==> config.mk <==
export PLATFORM = sky130hd
export DESIGN_NAME = sapm_ctrl
export DESIGN_NICKNAME = d
export VERILOG_FILES = /design/src/rtl/sapm_pkg.sv /design/src/rtl/sapm_ctrl.sv
export SDC_FILE = /design/constraint.sdc
export NUM_CORES = 1
export LEC_CHECK = 0
export BUFFER_PORTS_ARGS = -buffer_cell sky130_fd_sc_hd__buf_2
export CELL_PAD_IN_SITES_DETAIL_PLACEMENT = 1
export CELL_PAD_IN_SITES_GLOBAL_PLACEMENT = 1
export CORE_MARGIN = 5
export CORE_UTILIZATION = 35
export DETAILED_ROUTE_END_ITERATION = 10
export HOLD_SLACK_MARGIN = 0.03
export PLACE_DENSITY = 0.76
export SLEW_MARGIN = 20
export SYNTH_ARGS = -nofsm -noshare
export SYNTH_HDL_FRONTEND = slang
export SYNTH_SLANG_ARGS = --single-unit
export TNS_END_PERCENT = 5
==> constraint.sdc <==
create_clock -name i_clk -period 1.8 [get_ports i_clk]
set_input_delay 0.09 -clock i_clk [delete_from_list [all_inputs] [get_ports i_clk]]
set_output_delay 0.09 -clock i_clk [all_outputs]
set_load 0.05 [all_outputs]
==> src/rtl/sapm_pkg.sv <==
// Shared types and constants of the six-axis PID thruster mixer.
`timescale 1ns / 1ps
package sapm_pkg;

    // angle and integral limits, Q10
    localparam logic signed [17:0] PI_Q10     = 18'sd3217;
    localparam logic signed [17:0] TWO_PI_Q10 = 18'sd6434;
    localparam logic signed [18:0] SUM_LIMIT  = 19'sd2611;

    // degrees to radians, Q16
    localparam logic signed [15:0] DEG_TO_RAD = 16'sd18301;

    // fixed surge gains, Q10
    localparam logic signed [10:0] SURGE_KP = 11'sd657;
    localparam logic signed [10:0] SURGE_KD = 11'sd774;
    localparam logic signed [10:0] SURGE_KI = 11'sd7;

    // heave damping
    localparam logic signed [23:0] HEAVE_LIMIT = 24'sd512;
    localparam logic signed [35:0] HEAVE_DAMP  = 36'sd998;

    // PWM mapping
    localparam logic [10:0] PWM_MAX     = 11'd1750;
    localparam logic [10:0] PWM_MIN     = 11'd1250;
    localparam logic [10:0] PWM_NEUTRAL = 11'd1500;
    localparam logic [10:0] PWM_POS_BASE = 11'd1530;
    localparam logic [10:0] PWM_NEG_BASE = 11'd1470;
    localparam logic signed [26:0] POS_SAT_FORCE = 27'sd1437;
    localparam logic signed [26:0] NEG_SAT_FORCE = 27'sd1122;
    localparam logic [21:0] NEG_SCALE = 22'd200;
    // floor(f * 9250 / 60416) equals (f * POS_RECIP) >> POS_RECIP_SHIFT for f below 16384
    localparam logic [34:0] POS_RECIP       = 35'd10274712;
    localparam int          POS_RECIP_SHIFT = 26;

    // register indexes
    localparam logic [1:0] CFG_PROP  = 2'd0;
    localparam logic [1:0] CFG_INTEG = 2'd1;
    localparam logic [1:0] CFG_DERIV = 2'd2;
    localparam logic [1:0] CFG_DEAD  = 2'd3;
    localparam logic [9:0] DEAD_RESET = 10'd102;

    typedef enum logic [3:0] {
        OP_NONE,
        OP_LOAD,
        OP_ERR,
        OP_WRAP,
        OP_UPD,
        OP_MAC_P,
        OP_MAC_D,
        OP_MAC_I,
        OP_OUT,
        OP_HEAVE_MUL,
        OP_HEAVE_SUB,
        OP_SWAY_MUL,
        OP_FORCE,
        OP_PWM_INIT,
        OP_PWM_DONE
    } t_op;

    typedef struct packed {
        t_op        op;
        logic [2:0] ax;
    } t_cmd;

    typedef struct packed {
        logic wrap_ok;
        logic out_full;
    } t_stat;

endpackage

==> src/rtl/sapm_ctrl.sv <==
// Sequencer: steps the datapath through six axes, heave, mixing and PWM.
`timescale 1ns / 1ps
module sapm_ctrl import sapm_pkg::*; (
    input  logic  i_clk,
    input  logic  i_rst_n,
    input  logic  i_valid,
    output logic  o_stall,
    input  t_stat i_stat,
    output t_cmd  o_cmd
);

    typedef enum logic [3:0] {
        S_IDLE, S_ERR, S_WRAP, S_UPD, S_MP, S_MD, S_MI, S_OUT,
        S_HMUL, S_HSUB, S_SMUL, S_FORCE, S_PINIT, S_PDONE
    } t_state;

    t_state     r_state, n_state;
    logic [2:0] r_ax, n_ax;
    t_op        w_op;

    // next state and command
    always_comb begin
        n_state = r_state;
        n_ax    = r_ax;
        w_op    = OP_NONE;
        case (r_state)
            S_IDLE: begin
                if (i_valid) begin
                    w_op    = OP_LOAD;
                    n_ax    = 3'd0;
                    n_state = S_ERR;
                end
            end
            S_ERR: begin
                w_op    = OP_ERR;
                n_state = (r_ax < 3'd3) ? S_WRAP : S_UPD;
            end
            S_WRAP: begin
                if (i_stat.wrap_ok) begin
                    n_state = S_UPD;
                end else begin
                    w_op = OP_WRAP;
                end
            end
            S_UPD: begin
                w_op    = OP_UPD;
                n_state = S_MP;
            end
            S_MP: begin
                w_op    = OP_MAC_P;
                n_state = S_MD;
            end
            S_MD: begin
                w_op    = OP_MAC_D;
                n_state = S_MI;
            end
            S_MI: begin
                w_op    = OP_MAC_I;
                n_state = S_OUT;
            end
            S_OUT: begin
                w_op = OP_OUT;
                if (r_ax == 3'd5) begin
                    n_state = S_HMUL;
                end else begin
                    n_ax    = r_ax + 3'd1;
                    n_state = S_ERR;
                end
            end
            S_HMUL: begin
                w_op    = OP_HEAVE_MUL;
                n_state = S_HSUB;
            end
            S_HSUB: begin
                w_op    = OP_HEAVE_SUB;
                n_state = S_SMUL;
            end
            S_SMUL: begin
                w_op    = OP_SWAY_MUL;
                n_state = S_FORCE;
            end
            S_FORCE: begin
                w_op    = OP_FORCE;
                n_state = S_PINIT;
            end
            S_PINIT: begin
                w_op    = OP_PWM_INIT;
                n_state = S_PDONE;
            end
            S_PDONE: begin
                // hold until the output register is free
                if (!i_stat.out_full) begin
                    w_op    = OP_PWM_DONE;
                    n_state = S_IDLE;
                end
            end
            default: n_state = S_IDLE;
        endcase
    end

    always_ff @(posedge i_clk) begin
        if (!i_rst_n) begin
            r_state <= S_IDLE;
            r_ax    <= 3'd0;
        end else begin
            r_state <= n_state;
            r_ax    <= n_ax;
        end
    end

    assign o_stall  = (r_state != S_IDLE);
    assign o_cmd.op = w_op;
    assign o_cmd.ax = r_ax;

    // an accepted beat starts on axis 0
    a_start: assert property (@(posedge i_clk) disable iff (!i_rst_n)
        (r_state == S_IDLE && i_valid) |=> (r_state == S_ERR && r_ax == 3'd0))
        else $error("accepted beat did not start on axis 0");

    // the axis index stays within six axes
    a_ax_range: assert property (@(posedge i_clk) disable iff (!i_rst_n)
        r_ax <= 3'd5)
        else $error("axis index out of range");

    // a full output register holds the sequencer in its final state
    a_hold_out: assert property (@(posedge i_clk) disable iff (!i_rst_n)
        (r_state == S_PDONE && i_stat.out_full) |=> (r_state == S_PDONE))
        else $error("result overwrote a pending beat");

    // wrap steps only on the angle axes
    a_wrap_ax: assert property (@(posedge i_clk) disable iff (!i_rst_n)
        (r_state == S_WRAP) |-> (r_ax < 3'd3))
        else $error("wrap on a linear axis");

endmodule

# Word-level counts from Yosys, hierarchy flattened

Cells that the tools add are included.

$lt $le $gt $ge: 1
Mux-type cells: 13
Reduce and logical (&&, ||, !) cells: 5
Add/subtract/negate cells: 1
Equal/unequal tests: 18

Operator list:

| cell                | number |
|---|---|
| $pmux 4 s14         | 2 |
| $eq 4x4->1 const B  | 6 |
| $mux 4              | 5 |
| $eq 4x3->1 const B  | 4 |
| $eq 4x2->1 const B  | 2 |
| $ne 2x2->1 const B  | 4 |
| $mux 3              | 2 |
| $pmux 3 s2          | 1 |
| $reduce_and 3->1    | 2 |
| $eq 4x1->1 const B  | 1 |
| $logic_not 4->1     | 1 |
| $reduce_bool 4->1   | 1 |
| $add 3x1->3 const B | 1 |
| $eq 3x3->1 const B  | 1 |
| $lt 3x2->1 const B  | 1 |
| $mux 1              | 2 |
| $mux 2              | 1 |
| $reduce_bool 2->1   | 1 |

Flip-flop bits (word level): 7
Output and inout port bits: 8

# Longest topological paths before layout

Word-level depth: 3
Mapped depth: 6
Depth with buffers taken out: 6

# Least setup slack after synthesis

No wires, ideal clock.

Path kind: register to output
Start point: register r_state[2]
End point: output o_cmd[3] (netlist name)
Arrival time: 2.004 ns
Setup slack: -0.294 ns
Path buffers: 2
Cell stages (with the launch flop): 7
Cells stage by stage: dfxtp_1 -> buf_6 -> buf_2 -> nor2_1 -> nand2_1 -> nand2_1 -> a221oi_1

RTL lines:

| what                   | line             | text |
|---|---|---|
| start, declared        | sapm_ctrl.sv:17  | `t_state r_state, n_state;` |
| start signal, assigned | sapm_ctrl.sv:106 | `r_state <= n_state;` |
| end, declared          | sapm_ctrl.sv:9   | `output t_cmd o_cmd` |

==> summary.txt <==
Status
  – Outcome: finished, final reports clean

Place
  – DP Area: 623 um2
  – Port bufs: 12
  – Placement Setup Slack: 0.184 ns
  – Final GP Congestion: 0.704
  – Hpwl dp: 1170 um
  – Dpl cells: 103

Clocking
  – H-tree Lvls: 1
  – Max Buffers Root-to-Sink: 2
  – Number of CTS-inserted buffers: 3
  – CTS clock-pin slew for the worst setup and hold paths: 0.06 ns
  – Hold Buf Count CTS: 0
  – Sink Count: 7
  – Clock Latency Late Sink: 0.26 ns
  – CTS tree: built
  – Root buffer cell: clkbuf_4

Final layout
  – Area Growth Syn to Fin: 17.3%
  – Final Instance Count excl. Fillers: 107
  – Area of the multi-input gates: 365 um2
  – Most common cell after layout, fill and taps aside: buf_2
  – Most frequent cells in the layout: buf_2, nor2_1, a21oi_1, nand2_1, o21ai_0
  – Diode count: 0
  – Nets: 99
  – Share of cells above drive strength 1: 23.1%
  – Final design area excluding fillers: 653 um2
  – Register area: 141 um2
  – Filler cell count: 211

Yosys
  – Area of the mapped netlist: 557 um2
  – Distinct cell type count after synthesis: 28
  – Yosys reg bits: 7
  – Ys async rst share: 0%
  – Post-synthesis sequential area ratio: 25.2%
  – Syn nets: 87
  – Top post-synthesis cells by area: dfxtp_1, a21oi_1, o21ai_0
  – Post-synthesis area per instance: 6.96 um2
  – Yosys warnings: 0
  – Top_reg_cell synth: dfxtp_1
  – Synth top area share: 25.2%
  – EDFF count, synth: 0
  – Synthesized instance count: 80
  – Area leader, netlist: dfxtp_1

Detailed routing
  – Drt initial violations: 10
  – DRC Markers: 0
  – Routed Antenna Nets: 0
  – Post-DR wirelength/cell: 14.2 um
  – Vias per inst: 5.54
  – Vias: 593
  – DRT Pass-1 Iters: 3
  – DRT Wirelength: 1520 um

STA
  – Final Max Tran Viols: 0
  – Worst-Margin Slew: 0.431 ns
  – F_max: 603 MHz
  – Clock Skew: 0.00696 ns
  – Final Worst Setup Slack: 0.141 ns
  – Setup repair after global routing missed its margin: false
  – Post-layout min period: 1.66 ns
  – Fin crit share: 92.2%
  – Rel. slew slack: 70.9%
  – Final Hold Vio Count: 0
  – Setup TNS Final: 0 ns
  – Setup violators final: 0

Critical path
  – Max incr delay on CP: 0.42 ns
  – Worst path cell trace: buf_4 > o211ai_1 > o21ai_0 > nor2_1 > buf_2
  – CP arrival: 1.57 ns
  – Worst Path Max Fanout: 9
  – Stages on worst setup path: 5
  – Slowest CP cell: dfxtp_1
  – R2r worst-path depth: 6
  – Critical Path RT: 1.71 ns
  – Setup Crit Path Kind: reg -> out
  – Crit. End Element: output port
  – Top Family by Delay on Critical Path: buffers and inverters
  – Buffer and inverter count on the worst path: 2
  – Startpoint types: flip-flop

Floorplan
  – Die Wd: 49.9 um
  – Die area: 0.00249 mm2
  – IO Count: 13
  – Std cell rows: 14
  – Starting Density: 37.0%
  – Die H: 49.9 um
  – Core area: 0.00151 mm2

Pwr
  – Total Power: 640 uW
  – Max VDD drop: 0.323 mV
  – Leakage: 0.283 nW
  – PwrDens: 980 mW/mm2

GRT
  – Global Route Usage Sum: 13.4%
  – Vias in the first global route: 600
  – Gr ovfl total: 0
  – Largest net degree at the start of global routing: 19
  – Initial antenna violation count: 0
  – First-pass GRT wire length: 2620 um

Min path
  – Hold path depth: 3
  – HP Class: in -> reg

Run
  – Max_cap viols: 0
## final timing paths
path               from          to  slack [ns]
max          r_state[0]    o_cmd[5]        0.14
min             i_rst_n  r_state[2]        0.11
min reg2reg     r_ax[1]     r_ax[1]        0.55
max reg2reg     r_ax[1]     r_ax[2]        0.18
## sequential cells by signal, indices dropped and copies added (netlist names)
name,flops
r_ax,3
r_state,4
## logic make-up (layout without fill, tap and decap cells)
logic type,Yosys count,in the layout,share of synthesized area (%)
compound gates,23,23,24.9
simple gates,34,34,31.7
buf+inv,12,23,10.3
fa+ha+maj,2,2,4.49
flops,7,7,25.2
xor+xnor,1,1,1.57
mux,1,1,1.80
## metrics by stage
step                      utilization, %  hold slack [ns]
after floorplan                        -            0.226
after global placement              41.4            0.383
after detailed placement            41.4            0.382
after CTS                           43.2            0.112
after global routing                43.4            0.133
final                               43.4            0.114
## final cells by class
cell class,instances,share of cell area (%)
inverter,4,2.30
sequential,7,21.6
multi-input combinational,61,55.9
timing repair buffer,15,13.0
tap,16,3.07
clock buffer,4,4.02
## power breakdown
group	internal, mW	total, mW	switching (mW)
Sequential	0.171	0.210	0.0389
Clock	0.0850	0.149	0.0644
Combinational	0.0929	0.281	0.188
## repair_timing
action	in CTS	in global routing
endpoints found under the setup margin	1	1
cloned	0	0
gates resized for setup	1	2
setup buffers	0	0
## cell usage after synthesis, drive strengths merged, types with 2 or more instances
library cell	number
nand2	8
o21ai	8
a21oi	9
clkbuf	2
dfxtp	7
nor3	2
nor2	10
and3	2
or3	3
nand3	2
buf	6
a221oi	2
or4	2
ha	2
inv	4
## worst min-delay path, cell delays in order
cell	delay [ns]
buf_2	0.12
inv_1	0.07
nor3_1	0.05
## metal layers
layer	share of wire, %	vias up	GRT usage (%)
met5	0	-	0
met4	1.5	0	6.55
met3	2.4	4	3.31
met2	46	10	21.6
met1	50	271	16.3
li1	-	308	-
No activity file was read; power rests on OpenSTA's default activity.
